<file path="src/sv/sbpg_pkg.sv">
// shared types and constants for the spectrum bin power to gray block
// no dependencies
`timescale 1ns / 1ps

package sbpg_pkg;

  localparam int SBPG_LINES       = 512;
  localparam int SBPG_MAX_AVERAGE = 32;
  localparam int SBPG_FIFO_DEPTH  = 4;

  localparam int AVG_W  = 7;
  localparam int LINE_W = 9;
  localparam int DB_W   = 13;

  localparam logic signed [DB_W-1:0] DB_MIN = -13'sd2048;
  localparam logic signed [DB_W-1:0] DB_MAX = 13'sd4095;
  localparam logic [17:0] LOG10_2_Q16 = 18'd197283;

  localparam logic [1:0] CFG_AVERAGE   = 2'd0;
  localparam logic [1:0] CFG_GRAY_LOW  = 2'd1;
  localparam logic [1:0] CFG_GRAY_HIGH = 2'd2;

  typedef struct packed {
    logic [63:0]       sum;
    logic [AVG_W-1:0]  avg;
    logic [LINE_W-1:0] line;
  } group_t;

  typedef enum logic [2:0] {
    BK_IDLE,
    BK_NORM,
    BK_SQR,
    BK_DB,
    BK_PREP,
    BK_DIV,
    BK_DONE
  } back_state_t;

endpackage

</file>
<file path="src/sv/sbpg_fifo.sv">
// short group queue between front and back ends
// depends on sbpg_pkg
`timescale 1ns / 1ps

module sbpg_fifo import sbpg_pkg::*; #(
  parameter int DEPTH = SBPG_FIFO_DEPTH
) (
  input  logic   clk,
  input  logic   rst,
  input  logic   push,
  input  group_t push_data,
  output logic   full,
  input  logic   pop,
  output group_t rd_data,
  output logic   empty
);

  localparam int PW = (DEPTH > 1) ? $clog2(DEPTH) : 1;
  localparam int CW = $clog2(DEPTH + 1);

  group_t        mem [DEPTH];
  logic [PW-1:0] wr_ptr;
  logic [PW-1:0] rd_ptr;
  logic [CW-1:0] count;

  assign full    = count == CW'(DEPTH);
  assign empty   = count == '0;
  assign rd_data = mem[rd_ptr];

  always_ff @(posedge clk) begin
    if (push) begin
      mem[wr_ptr] <= push_data;
    end
    if (rst) begin
      wr_ptr <= '0;
      rd_ptr <= '0;
      count  <= '0;
    end else begin
      if (push) begin
        wr_ptr <= (wr_ptr == PW'(DEPTH - 1)) ? '0 : wr_ptr + PW'(1);
      end
      if (pop) begin
        rd_ptr <= (rd_ptr == PW'(DEPTH - 1)) ? '0 : rd_ptr + PW'(1);
      end
      if (push && !pop) begin
        count <= count + CW'(1);
      end else if (pop && !push) begin
        count <= count - CW'(1);
      end
    end
  end

endmodule

</file>
<file path="config.mk">
export PLATFORM = sky130hd
export DESIGN_NAME = sbpg_fifo
export DESIGN_NICKNAME = d
export VERILOG_FILES = /design/src/sv/sbpg_pkg.sv /design/src/sv/sbpg_fifo.sv
export SDC_FILE = /design/constraint.sdc
export NUM_CORES = 1
export LEC_CHECK = 0
export BUFFER_PORTS_ARGS = -buffer_cell sky130_fd_sc_hd__buf_2
export CAP_MARGIN = 10
export CORE_MARGIN = 3
export CORE_UTILIZATION = 51
export CTS_CLUSTER_DIAMETER = 30
export DETAILED_ROUTE_END_ITERATION = 6
export PLACE_DENSITY_LB_ADDON = 0.3
export SLEW_MARGIN = 10
export SYNTH_ARGS = -nofsm -noshare
export SYNTH_HDL_FRONTEND = slang
export SYNTH_SLANG_ARGS = --single-unit
export TNS_END_PERCENT = 10
</file>
<file path="constraint.sdc">
create_clock -name clk -period 2.7 [get_ports clk]
set_input_delay 0.27 -clock clk [delete_from_list [all_inputs] [get_ports clk]]
set_output_delay 0.27 -clock clk [all_outputs]
set_load 0.05 [all_outputs]
</file>
# After elaboration in Yosys (flattened, before gate mapping)
# Memories as Yosys holds them, arrays and structs flattened. A register that Yosys moved wholly into a read port is not among the register bits.
# Cells that the tools add are included.
# Widths: inputs -> output; s select.
# op_classes
add_sub_neg	4
mul	0
div_mod_pow	0
magnitude_cmp	0
n_eq_ne	3
shifts	0
muxes	8
n_bitwise	0
reduce_logical	6
# ops
operator	n
$mux 2	4
$mux 3	2
$add 2x1->2 const B	2
$eq 2x2->1 const B	2
$add 3x1->3 const B	1
$eq 3x3->1 const B	1
$logic_not 3->1	1
$sub 3x1->3 const B	1
$logic_and 1x1->1	2
$logic_not 1->1	2
$mux 1	2
$reduce_bool 2->1	1
# totals
reg_bits	7
latch_bits	0
mem_bits_rw	320
rom_bits	0
inputBits	84
out_inout_bits	82
wordCells	25
mem_count	1
# memory_table
memory	words	word_bits	read_ports	rd_ports_with_merged_regs	write_ports	line_no	rtl
mem	4	80	1	1	1	sbpg_fifo.sv:21	group_t mem [DEPTH];

# Longest topological paths before layout
# depth
ltp_word	4
mapped_depth	7
ltp_nobuf	7

# Least setup slack after synthesis
# OpenSTA, ideal clock, no wires.
# synth_path
path_kind	register -> register
startpoint	reg wr_ptr[0]
endpoint	mem mem[3][0] in the netlist's numbering, enable pin
t_arrival_ns	2.411
required_ns	2.253
path_slack_ns	-0.158
path_stages_with_launch	3
path_buffers	0
synth_period_minus_slack_ns	2.858
path_cell_list	dfxtp_1 ha_1 and2_1
# synth_rtl
element	line_no	rtl
from (decl)	sbpg_fifo.sv:22	logic [PW-1:0] wr_ptr;
from (signal assigned)	sbpg_fifo.sv:40	wr_ptr <= (wr_ptr == PW'(DEPTH - 1)) ? '0 : wr_ptr + PW'(1);
to (decl)	sbpg_fifo.sv:21	
# No word-level cell before the write port.

==> flow_summary.rst <==
.. list-table::
   :header-rows: 1

   * - Metric
     - Value
   * - Worst-path clk slew
     - roughly 0.05 ns
   * - Ranking of synthesized cells by instance count
     - sky130_fd_sc_hd__edfxtp_1, sky130_fd_sc_hd__mux4_2, sky130_fd_sc_hd__dfxtp_1
   * - Maximum level of the CTS H-tree
     - 2
   * - Final instance count without filler cells
     - approximately 1100
   * - Number of buffer and inverter instances along the worst setup path
     - 2
   * - Area occupied by registers
     - approximately 9800 um2
   * - Clock root cell
     - sky130_fd_sc_hd__clkbuf_16
   * - Cell type with the highest aggregate area in the netlist
     - sky130_fd_sc_hd__edfxtp_1
   * - IO Pins
     - ~170
   * - Peak ir drop on the vdd network
     - ~0.00071 V
   * - Area of the multi-input gates
     - approximately 2100 um2
   * - CP cell instances
     - buf_12 -> mux4_2 -> buf_2
   * - Worst hold slack
     - a little under 0.07 ns
   * - Final weighted congestion in routability-driven placement
     - around 0.74
   * - Post-synth EDFFs
     - between 300 and 400
   * - Setup repair after global routing missed its margin
     - false
   * - Num Clock Sinks
     - 329
   * - Final number of max-transition violations
     - 0
   * - Wire length of the first global-routing pass
     - about 38 mm
   * - GRT Resource Usage Total
     - 19.1%
   * - Pwr dens
     - about 920 nW/um2
   * - Final number of setup-violating endpoints
     - 0
   * - Half-perimeter wire length after placement
     - roughly 13 mm
   * - Detailed router's first-iteration violation count
     - between 300 and 400
   * - Relative area change from synthesis to final layout
     - 33.0%
   * - Maximum single-stage delay on the critical path
     - roughly 0.60 ns
   * - Die area
     - between 20000 and 30000 um2
   * - Mapped cell area
     - approximately 12000 um2
   * - CP startpoint kind
     - flip-flop
   * - Xor and xnor area share after synthesis
     - less than 1%
   * - Number of global-route vias before repair
     - approximately 6700
   * - Area share of the largest cell type after synthesis
     - between 70 and 80%
   * - Layout net count
     - 850
   * - Slew of the pin with the lowest slew margin
     - 0.666 ns
   * - Sequential-to-total area share from yosys stat
     - 81.1%
   * - Clock Skew
     - about 0.01 ns
   * - Endpoint required time on the critical path
     - roughly 2.4 ns
   * - Number of rows created at floorplan
     - 55
   * - Largest delay contributor family on the critical path
     - multiplexers
   * - Fmax
     - between 400 and 500 MHz
   * - Multiplexer share of the synthesized area
     - roughly 15%
   * - Data arrival, critical path
     - 2.10 ns
   * - Share of flip-flops with an asynchronous set or reset
     - 0%
   * - Number of filler cells placed in the layout
     - around 1400
   * - R2r setup slk
     - between 0.8 and 0.9 ns
   * - Post-synthesis net count
     - between 500 and 600
   * - Per-cell routed wire length
     - 21.1 um
   * - Relative slew slack
     - between 50% and 60%
   * - Maximum root-to-sink buffer count
     - 3
   * - Post-Synthesis Mean Instance Area
     - 26.1 um2
   * - Most used flip-flop cell after synthesis
     - sky130_fd_sc_hd__edfxtp_1
   * - Worst-path cell with the longest stage delay
     - sky130_fd_sc_hd__mux4_2
   * - Total negative slack for setup checks
     - 0 ns
   * - Remaining global-route overflow
     - 0
   * - Crit. End Element
     - output port
   * - Total CTS buffers
     - 54
   * - Number of failing hold endpoints at the final stage
     - 0
   * - Pre-Repair DR Iteration Count
     - 4
   * - Total vias in the final route
     - approximately 5900
   * - Simple-gate portion of the synthesized area
     - less than 1%
   * - Inst Count DP
     - about 940
   * - Synthesis Warnings
     - 0
   * - Drc violations
     - 0
   * - TritonCTS clock tree
     - built
   * - Number of antenna violations at the first check in global routing
     - 1
   * - Synth top area cells
     - sky130_fd_sc_hd__edfxtp_1, sky130_fd_sc_hd__mux4_2, sky130_fd_sc_hd__dfxtp_1
   * - Main combinational cell family by area after synthesis
     - multiplexers
   * - Largest net degree at the start of global routing
     - 50
   * - Die Width
     - ~160 um
   * - Vias per cell
     - roughly 5.3
   * - Most frequently used cell type in the post-synthesis netlist
     - sky130_fd_sc_hd__edfxtp_1
   * - Effective utilization at floorplan
     - a little over half
   * - Run status
     - completed
   * - Buffers on Ports
     - 165
   * - Core footprint
     - between 20000 and 25000 um2
   * - Min Clock Period, post-route
     - 2.37 ns
   * - Post-CTS sizing
     - 0
   * - Max-cap viol count
     - 0
   * - Layout cells sized above 1
     - approximately 45%
   * - Share of the synthesized area in compound gates (AO/OA/AOI/OAI)
     - less than 1%
   * - Number of antenna-violating nets in the routed design
     - 0
   * - Final wirelength
     - ~24 mm
   * - Flops & latches, synth
     - roughly 330
   * - Count of unique library cells instantiated by Yosys
     - 19
   * - HP Class
     - in -> reg
   * - Leakage power total
     - approximately 0.0056 uW
   * - Clock latency reported for the late side of the worst-skew pair
     - approximately 0.54 ns
   * - Vert. Die Dim
     - around 160 um
   * - Type of the worst setup path
     - reg -> out
   * - Post-synthesis cell count
     - approximately 460
   * - Synthesized-area fraction occupied by adder cells
     - 0.788%
   * - Final period utilization
     - between 80% and 90%
   * - Largest fanout on the critical path
     - 44
[final timing paths]
check | cells after the start | to | from
worst min register to register | 2 | count[2]$_SDFFE_PP0P_ | count[2]$_SDFFE_PP0P_
worst max-delay path | 3 | rd_data[68] | flip-flop
worst min-delay path | 3 | rd_ptr[1]$_SDFFE_PP0P_ | pop
worst max register to register | 3 | mem[3][72]$_DFFE_PP_ | wr_ptr[0]$_SDFFE_PP0P_
[layout by cell type, fill, tap and decap left out, types with 6 or more instances in the layout]
cell type	synthesis	final
sky130_fd_sc_hd__nor2_1	7	7
sky130_fd_sc_hd__clkbuf_16	0	57
sky130_fd_sc_hd__buf_4	0	7
sky130_fd_sc_hd__edfxtp_1	320	320
sky130_fd_sc_hd__clkinvlp_4	0	7
sky130_fd_sc_hd__dfxtp_1	9	7
sky130_fd_sc_hd__dlygate4sd3_1	0	81
sky130_fd_sc_hd__inv_6	0	7
sky130_fd_sc_hd__buf_12	8	6
sky130_fd_sc_hd__clkinv_2	0	6
sky130_fd_sc_hd__ha_1	6	6
sky130_fd_sc_hd__buf_2	8	165
sky130_fd_sc_hd__mux4_2	80	80
sky130_fd_sc_hd__bufinv_16	0	11
[layout make-up]
type	instances	share of cell area (%)
clock inverters	39	3.34
multi-input cells	111	12.8
repair buffers	259	11.3
well taps	313	2.44
inverters	4	0.0935
diodes	1	0.0156
flip-flops and latches	329	61.0
clock buffers	61	8.98
[worst min-delay path, stage by stage]
cell,delay [ns]
sky130_fd_sc_hd__buf_2,0.11
sky130_fd_sc_hd__mux2i_1,0.07
sky130_fd_sc_hd__nor2_1,0.11
[through the flow]
stage | util (%) | area (um2) | power (uW) | setup slack, ns
finish | 70.0 | 16100 | 14800 | 0.330
detailed placement | 57.9 | 13300 | 7510 | 0.872
global placement | 57.9 | 13300 | 7470 | 0.889
CTS | 70.0 | 16000 | 14900 | 0.309
floorplan | - | 12100 | 7120 | -0.152
global route | 70.0 | 16100 | 15200 | 0.236
[registers in the layout (all words and copies together), names as in the netlist, named ones only]
register  count
wr_ptr        2
mem         320
count         3
rd_ptr        2
[power by group]
part           total [uW]  internal, uW  switching, uW  leakage [uW]
clock network        7260          4920           2340      0.000949
registers            5920          5860           64.2       0.00301
logic                1570           517           1060       0.00166
[metal layers]
layer  track usage, %  vias up  share of wire, %
met2             32.9      192                52
met1             23.7     3093                39
met4             6.63        0               2.6
met3             5.16       54               5.9
met5                0        -                 0
li1                 -     2602                 -
[timing repair]
item	in CTS	in global routing
buffers inserted	0	0
hold buffers	81	0
endpoints found under the hold margin	321	0
[logic make-up after synthesis]
| family | count (synthesis) |
|---|---|
| compound gates | 3 |
| flops | 329 |
| mux | 84 |
| simple gates | 15 |
| fa+ha+maj | 7 |
| buf+inv | 22 |
| xor+xnor | 2 |
Power figures use the tool's default switching activity.
