### config.mk
export PLATFORM = sky130hd
export DESIGN_NAME = sbpg_back
export DESIGN_NICKNAME = d
export VERILOG_FILES = /design/src/sv/sbpg_pkg.sv /design/src/sv/sbpg_back.sv
export SDC_FILE = /design/constraint.sdc
export NUM_CORES = 2
export LEC_CHECK = 0
export BUFFER_PORTS_ARGS = -buffer_cell sky130_fd_sc_hd__clkbuf_2
export CELL_PAD_IN_SITES_DETAIL_PLACEMENT = 1
export CELL_PAD_IN_SITES_GLOBAL_PLACEMENT = 1
export CORE_UTILIZATION = 52
export DETAILED_ROUTE_END_ITERATION = 10
export PLACE_DENSITY_LB_ADDON = 0.15
export SETUP_SLACK_MARGIN = 0.02
export SYNTH_ARGS = -nofsm -noshare
export SYNTH_HDL_FRONTEND = slang
export SYNTH_SLANG_ARGS = --single-unit
### constraint.sdc
create_clock -name clk -period 11.7 [get_ports clk]
set_input_delay 1.17 -clock clk [delete_from_list [all_inputs] [get_ports clk]]
set_output_delay 1.17 -clock clk [all_outputs]
set_load 0.005 [all_outputs]
### src/sv/sbpg_pkg.sv
// shared types and constants for the spectrum bin power to gray block
// no dependencies
`timescale 1ns / 1ps

package sbpg_pkg;

  localparam int SBPG_LINES       = 512;
  localparam int SBPG_MAX_AVERAGE = 32;
  localparam int SBPG_FIFO_DEPTH  = 4;

  localparam int AVG_W  = 7;
  localparam int LINE_W = 9;
  localparam int DB_W   = 13;

  localparam logic signed [DB_W-1:0] DB_MIN = -13'sd2048;
  localparam logic signed [DB_W-1:0] DB_MAX = 13'sd4095;
  localparam logic [17:0] LOG10_2_Q16 = 18'd197283;

  localparam logic [1:0] CFG_AVERAGE   = 2'd0;
  localparam logic [1:0] CFG_GRAY_LOW  = 2'd1;
  localparam logic [1:0] CFG_GRAY_HIGH = 2'd2;

  typedef struct packed {
    logic [63:0]       sum;
    logic [AVG_W-1:0]  avg;
    logic [LINE_W-1:0] line;
  } group_t;

  typedef enum logic [2:0] {
    BK_IDLE,
    BK_NORM,
    BK_SQR,
    BK_DB,
    BK_PREP,
    BK_DIV,
    BK_DONE
  } back_state_t;

endpackage

### src/sv/sbpg_back.sv
// back end: log2 by squaring, dB scaling, gray mapping by restoring division
// depends on sbpg_pkg
`timescale 1ns / 1ps

module sbpg_back import sbpg_pkg::*; (
  input  logic                     clk,
  input  logic                     rst,
  output logic                     pop,
  input  logic                     empty,
  input  group_t                   rd_data,
  input  logic signed [8:0]        gray_low,
  input  logic signed [8:0]        gray_high,
  output logic                     out_valid,
  input  logic                     out_stall,
  output logic [LINE_W-1:0]        line_index,
  output logic signed [DB_W-1:0]   power_db,
  output logic [7:0]               pixel
);

  back_state_t state;
  back_state_t state_next;

  logic [LINE_W-1:0]      line_q;
  logic [AVG_W-1:0]       avg_q;
  logic [63:0]            x;
  logic [5:0]             e;
  logic [5:0]             sh;
  logic [31:0]            m;
  logic [15:0]            frac;
  logic [3:0]             cnt;
  logic                   phase;
  logic [21:0]            ls;
  logic [21:0]            la;
  logic signed [DB_W-1:0] db;
  logic [7:0]             pix;
  logic                   use_div;
  logic [22:0]            rem;
  logic [22:0]            dv;
  logic [8:0]             quo;

  logic              load_out;
  logic              slot_free;
  logic              top_zero;
  logic [63:0]       xs;
  logic [5:0]        es;
  logic [63:0]       sq;
  logic [32:0]       sqh;
  logic [15:0]       frac_next;
  logic signed [22:0] dlog;
  logic signed [41:0] prod;
  logic signed [41:0] qdb;
  logic signed [9:0]  gdiff;
  logic signed [23:0] den;
  logic signed [23:0] dd;
  logic signed [23:0] n;
  logic signed [23:0] two_n_den;
  logic signed [23:0] lim;
  logic signed [23:0] t;
  logic               empty_range;
  logic               direct;
  logic [7:0]         direct_pix;
  logic [8:0]         r;
  logic [7:0]         fin_pix;

  assign slot_free = !out_valid || !out_stall;

  always_comb begin
    top_zero  = (x & ~({64{1'b1}} >> sh)) == 64'd0;
    xs        = top_zero ? x << sh : x;
    es        = top_zero ? e - sh : e;
    sq        = 64'(m) * 64'(m);
    sqh       = sq[63:31];
    frac_next = {frac[14:0], sqh[32]};
    dlog      = $signed({1'b0, ls}) - $signed({1'b0, la});
    prod      = 42'(dlog) * $signed({24'd0, LOG10_2_Q16}) + (42'sd1 <<< 27);
    qdb       = prod >>> 28;
    gdiff     = 10'(gray_high) - 10'(gray_low);
    den       = 24'(gdiff) <<< 4;
    dd        = 24'(db) - (24'(gray_low) <<< 4);
    n         = dd * 24'sd255;
    two_n_den = (n <<< 1) + den;
    lim       = den * 24'sd510;
    t         = n + den;
    empty_range = gray_high <= gray_low;
    direct    = 1'b1;
    direct_pix = 8'd255;
    if (empty_range) begin
      direct_pix = (dd >= 24'sd0) ? 8'd0 : 8'd255;
    end else if (two_n_den < 24'sd0) begin
      direct_pix = 8'd255;
    end else if (two_n_den > lim) begin
      direct_pix = 8'd0;
    end else begin
      direct = 1'b0;
    end
    r       = (rem == 23'd0 && quo[0]) ? quo - 9'd1 : quo;
    fin_pix = 8'd255 - ((r > 9'd255) ? 8'd255 : r[7:0]);
  end

  always_comb begin
    state_next = state;
    case (state)
      BK_IDLE: begin
        if (!empty) begin
          state_next = (rd_data.sum == 64'd0) ? BK_PREP : BK_NORM;
        end
      end
      BK_NORM: begin
        if (sh == 6'd1) begin
          state_next = BK_SQR;
        end
      end
      BK_SQR: begin
        if (cnt == 4'd15) begin
          state_next = phase ? BK_DB : BK_NORM;
        end
      end
      BK_DB:   state_next = BK_PREP;
      BK_PREP: state_next = direct ? BK_DONE : BK_DIV;
      BK_DIV: begin
        if (cnt == 4'd0) begin
          state_next = BK_DONE;
        end
      end
      BK_DONE: begin
        if (slot_free) begin
          state_next = BK_IDLE;
        end
      end
      default: state_next = BK_IDLE;
    endcase
  end

  always_comb begin
    pop      = (state == BK_IDLE) && !empty;
    load_out = (state == BK_DONE) && slot_free;
  end

  always_ff @(posedge clk) begin
    if (rst) begin
      state     <= BK_IDLE;
      out_valid <= 1'b0;
    end else begin
      state <= state_next;
      if (load_out) begin
        out_valid <= 1'b1;
      end else if (!out_stall) begin
        out_valid <= 1'b0;
      end
    end
  end

  always_ff @(posedge clk) begin
    case (state)
      BK_IDLE: begin
        line_q <= rd_data.line;
        avg_q  <= rd_data.avg;
        x      <= rd_data.sum;
        e      <= 6'd63;
        sh     <= 6'd32;
        phase  <= 1'b0;
        db     <= DB_MIN;
      end
      BK_NORM: begin
        x    <= xs;
        e    <= es;
        sh   <= sh >> 1;
        m    <= xs[63:32];
        frac <= 16'd0;
        cnt  <= 4'd0;
      end
      BK_SQR: begin
        m    <= sqh[32] ? sqh[32:1] : sqh[31:0];
        frac <= frac_next;
        cnt  <= cnt + 4'd1;
        if (cnt == 4'd15) begin
          if (!phase) begin
            ls    <= {e, frac_next};
            phase <= 1'b1;
            x     <= 64'(avg_q);
            e     <= 6'd63;
            sh    <= 6'd32;
          end else begin
            la <= {e, frac_next};
          end
        end
      end
      BK_DB: begin
        if (qdb < 42'(DB_MIN)) begin
          db <= DB_MIN;
        end else if (qdb > 42'(DB_MAX)) begin
          db <= DB_MAX;
        end else begin
          db <= qdb[DB_W-1:0];
        end
      end
      BK_PREP: begin
        use_div <= !direct;
        pix     <= direct_pix;
        rem     <= t[22:0];
        dv      <= 23'(den) << 8;
        quo     <= 9'd0;
        cnt     <= 4'd8;
      end
      BK_DIV: begin
        if (rem >= dv) begin
          rem <= rem - dv;
          quo <= {quo[7:0], 1'b1};
        end else begin
          quo <= {quo[7:0], 1'b0};
        end
        dv  <= dv >> 1;
        cnt <= cnt - 4'd1;
      end
      BK_DONE: begin
        if (load_out) begin
          line_index <= line_q;
          power_db   <= db;
          pixel      <= use_div ? fin_pix : pix;
        end
      end
      default: begin
      end
    endcase
  end

endmodule

Word level (Yosys, flattened, before mapping)
Cells that the tools add are included.
{"block": "totals", "regBits": 299, "in_bits": 102, "elab_cells": 142, "out_inout_bits": 32}
{"block": "op_classes", "addsub": 12, "n_eq_ne": 17, "magnitude_cmp": 8, "shifts": 2, "n_bitwise": 3, "reduce_logical": 27, "mul": 4, "n_mux": 46}
{"cell": "2-to-1 mux 64 bit", "n": 3}
{"cell": "case mux 64 bit (3 select lines)", "n": 1}
{"cell": "zero test 64 bit", "n": 2}
{"cell": "case mux 23 bit (2 select lines)", "n": 2}
{"cell": "AND 64 bit", "n": 1}
{"cell": "multiplier 32 x 32 -> 64 bit", "n": 1}
{"cell": "inverter 64 bit", "n": 1}
{"cell": "case mux 32 bit (2 select lines)", "n": 1}
{"cell": "<< shifter 64 x 6 -> 64 bit", "n": 1}
{"cell": ">> shifter 64 x 6 -> 64 bit (first input constant)", "n": 1}
{"cell": "2-to-1 mux 8 bit", "n": 6}
{"cell": "adder 42 x 29 -> 42 bit (second input constant)", "n": 1}
{"cell": "multiplier 23 x 19 -> 42 bit (second input constant)", "n": 1}
{"cell": "case mux 6 bit (3 select lines)", "n": 2}
{"cell": "2-to-1 mux 32 bit", "n": 1}
{"cell": "2-to-1 mux 6 bit", "n": 5}
{"cell": "case mux 15 bit (2 select lines)", "n": 1}
{"cell": "2-to-1 mux 13 bit", "n": 2}
{"cell": "case mux 13 bit (2 select lines)", "n": 1}
{"cell": "adder 24 x 14 -> 24 bit", "n": 1}
{"cell": "> comparator 24 bit", "n": 1}
{"cell": "less-than comparator 24 x 1 -> 1 bit (second input constant)", "n": 1}
{"cell": "adder 23 x 14 -> 23 bit", "n": 1}
{"cell": ">= comparator 23 bit", "n": 1}
{"cell": "46 further kinds", "n": 80}

Depth between registers and ports, before layout
{"block": "depth", "ltp_word": 9, "ltp_mapped": 42, "depth_no_buf": 41}

Least setup slack after synthesis
No wires, ideal clock.
{"block": "synth_timing", "path_type": "input -> register", "start": "input port gray_low[1]", "end": "register state[1]", "arrival_time_ns": 9.921, "path_buffers": 3, "setup_ns": 0.116, "stages": 38, "setup_slack_ns": 1.663, "required_ns": 11.584, "cell_sequence": "inv_1 ha_1 nor2b_1 o21ai_0 a21boi_0 o21a_1 o2111ai_1 a31oi_1 clkbuf_1 inv_1 ha_1 buf_1 xor2_1 inv_1 fa_1 fa_1 inv_1 fa_1 [... 2 more ...] o21a_1 a21oi_1 o21ba_2 xnor2_1 ha_1 clkbuf_1 a21oi_1 o21ai_0 a221o_1 a21o_1 a21oi_1 xor3_1 ha_1 inv_1 or4b_2 o21ai_0 nand3b_1 a31o_2"}
{"block": "synth_via", "elab_chain_len": 9, "word_cells_on_any_way": 13, "cone_classes": "add/sub: 3; mul: 2; order compare: 3; mux: 5"}
{"element": "start: declaration", "line_no": "sbpg_back.sv:11", "source": "input logic signed [8:0] gray_low,"}
{"element": "subtractor 13 x 13 -> 14 bit", "line_no": "sbpg_back.sv:79", "source": "dd = 24'(db) - (24'(gray_low) <<< 4);"}
{"element": "multiplier 14 x 9 -> 23 bit", "line_no": "sbpg_back.sv:80", "source": "n = dd * 24'sd255;"}
{"element": "adder 24 x 14 -> 24 bit", "line_no": "sbpg_back.sv:81", "source": "two_n_den = (n <<< 1) + den;"}
{"element": "> comparator 24 bit", "line_no": "sbpg_back.sv:91", "source": "end else if (two_n_den > lim) begin"}
{"element": "2-to-1 mux 1 bit", "line_no": "sbpg_back.sv:91"}
{"element": "2-to-1 mux 1 bit", "line_no": "sbpg_back.sv:89", "source": "end else if (two_n_den < 24'sd0) begin"}
{"element": "2-to-1 mux 1 bit (*)", "line_no": "sbpg_back.sv:87", "source": "if (empty_range) begin"}
{"element": "2-to-1 mux 2 bit (*)", "line_no": "sbpg_back.sv:119", "source": "BK_PREP: state_next = direct ? BK_DONE : BK_DIV;"}
{"element": "case mux 3 bit (7 select lines) (*)", "line_no": "sbpg_back.sv:102", "source": "case (state)"}
{"element": "end signal: assignment", "line_no": "sbpg_back.sv:144", "source": "state <= state_next;"}
{"element": "end: declaration", "line_no": "sbpg_back.sv:20", "source": "back_state_t state;"}
Mark *: on every way between the ends. The rest lies on a longest branch, timed or not.
A chain may end at the register's enable or synchronous reset.

Worst setup path after layout
Ends and elaborated chain as after synthesis.

==> summary.txt <==
Worst-Margin Slew = 1.23 ns
clk sinks = 292
Yosys warning count = 0
Total Routing Usage GR = 33.1%
postcts setup bufs = 0
Die X = 343 µm
Crit. End Element = flip-flop
CTS tree = built
Core ar. = 0.115 mm²
CTS resizes = 0
FF+latch count, synth = 292
vias post-DR = 46400
DR WL/cell = 23.5 µm
clk_lat worst skew = 0.59 ns
Routed WL = 188 mm
Post-Syn Area = 0.0605 mm²
I/O Buffers = 133
Ports = 134
outcome = completed
largest net degree at the start of global routing = 77
vias in the first global route = 52200
Slew Viols, Final = 0
Initial Util = 52.7%
CP required = 12.14 ns
htree depth = 2
Layout area overhead = 6.01%
DRC Markers = 0
placed instance count = 7957
Critical Path Start Type = input port
f_max = 96.4 MHz
post-synthesis sequential area ratio = 14.4%
fin area = 0.0642 mm²
Worst Path Arrival = 10.82 ns
syn_area_per_cell = 9.38 µm²
Yosys top cell area share = 33.5%
CP Class = input port to flip-flop
fin cells = 8020
post-synthesis net count = 8254
Antenna Nets Post-Route = 0
Root Buffer = clkbuf_16
placed inst area = 0.0630 mm²
Post-CTS Hold Buffers = 0
final hold vios = 0
HP Class = flip-flop to flip-flop
Post-synth EDFFs = 288
die area = 0.118 mm²
worst r2r src = ls[1]
post-layout min period = 10.38 ns
top cells by area, synth = fa_1, edfxtp_1, ha_1, inv_1, nand2_1
ys async rst share = 0%
Overflow after GRT = 0
Yosys top cell by area = fa_1
dominant synthesized flop cell = edfxtp_1
clock slew at reported path FFs = 0.06 ns
Detailed Place HPWL = 155 mm
row count = 124
maxcap violations = 0
critical path startpoint = gray_low[1]
Final period util = 88.7%
global-route wire length before repair = 299 mm
post-synthesis cell type count = 80
Via density = 5.78
CTS Buf Count = 34
DIE HEIGHT = 343 µm
Post-Syn Instances = 6450
Setup Skew = 0.0485 ns
max_slew headroom = 17.8%
drt pass-1 iters = 7
GPL Wtd Cong = 0.933
initial antenna violation count = 6
Setup TNS Final = 0 ns
nets@finish = 8285
slowest CP cell = or4b_2
Clock Path Buffers = 3
endpoints failing setup = 0
slowest stage delay, CP = 0.62 ns
crit-path max FO = 9
Iteration-0 DRC Markers = 2945
RSZ-0062 raised after global routing = false
layout cells sized above 1 = 5.78%
hold_sp = line_q[0]
[per-stage QoR]
stage	util, %	worst slack (ns)	hold WS (ns)
floorplan	-	1.66	0.400
global placement	54.8	1.05	0.401
detailed placement	54.8	0.863	0.406
CTS	55.9	1.39	0.417
global route	55.9	0.565	0.422
finish	55.9	1.32	0.414
[Yosys cell counts, types with 27 or more instances]
cell type     n
inv_1      1497
fa_1       1012
ha_1        690
nand2_1     568
nor2_1      301
edfxtp_1    288
o21ai_0     271
a21oi_1     245
and2_1      211
clkbuf_1    178
xnor2_1     153
mux2i_1      95
a21o_1       94
xor2_1       67
nor3_1       63
nand3_1      57
nand4_1      39
a211oi_1     37
mux4_2       36
buf_1        35
nor4_1       34
nor2b_1      32
o21bai_1     32
and3_1       28
o211ai_1     27
[placed cells by master (no fill, tap or decap), drive strengths merged, types with 20 or more instances in the layout]
cell / count
inv: 1504
fa: 1012
ha: 690
nand2: 568
nor2: 301
edfxtp: 288
o21ai: 272
a21oi: 245
and2: 211
clkbuf: 176
xnor2: 153
mux2i: 95
a21o: 94
buf: 90
xor2: 67
nor3: 63
nand3: 57
nand4: 39
a211oi: 38
mux4: 36
nor4: 34
nor2b: 32
o21bai: 32
and3: 28
o211ai: 27
o22ai: 26
a31oi: 25
nand2b: 20
[layer usage]
| layer | GRT usage (%) | vias up | part of all wire, % |
|---|---|---|---|
| li1 | - | 20600 | - |
| met1 | 43.5 | 24000 | 42 |
| met2 | 55.6 | 1302 | 48 |
| met3 | 4.70 | 412 | 5.9 |
| met4 | 12.1 | 4 | 4.2 |
| met5 | 0 | - | 0.015 |
[final timing paths]
| check | end | slack (ns) | depth (start not counted) |
|---|---|---|---|
| max | state[1] | 1.32 | 38 |
| max reg2reg | db[5] | 1.49 | 29 |
| min reg2reg | line_index[0] | 0.41 | 0 |
| min | line_index[0] | 0.41 | 0 |
[sequential cells by signal, summed over array words and instances (netlist names), 7 cells and up]
name and flops:
db 13, avg_q 7, m 32, pixel 8, rem 23, frac 15
line_q 9, power_db 13, dv 23, x 64, line_index 9, la 22
quo 9, ls 22
[worst max-delay path: cells and delay by family]
| family | cells | cell delay (ns) |
|---|---|---|
| buffers and inverters | 6 | 0.42 |
| adder cells (fa/ha/maj) | 7 | 2.82 |
| XOR/XNOR | 5 | 1.80 |
| AND/OR/NAND/NOR | 5 | 1.08 |
| AO/OA/AOI/OAI | 15 | 3.51 |
[kinds of logic (layout without fill, tap and decap cells)]
group	after synthesis	in the layout	share of synthesized area, %
buf+inv	1737	1793	10.8
fa+ha+maj	1705	1705	47.8
simple gates	1417	1417	10.9
compound gates	930	930	9.63
flops	292	292	14.4
xor+xnor	221	221	3.22
mux	148	148	3.23
other cells	0	2	0
[layout make-up]
type                            count  area [µm²]
Clock buffer                       43         925
Tap cell                         1512        1890
Timing Repair Buffer              223        1350
Fill cell                       13100       50700
Multi-Input combinational cell   4421       45300
Sequential cell                   292        8730
Inverter                         1509        5660
Clock inverter                     18         263
Antenna cell                        2        5.00
Power is left out: the tool's default activity adds up to more than one toggle a clock period on the data nets, which glitch-free logic cannot reach.
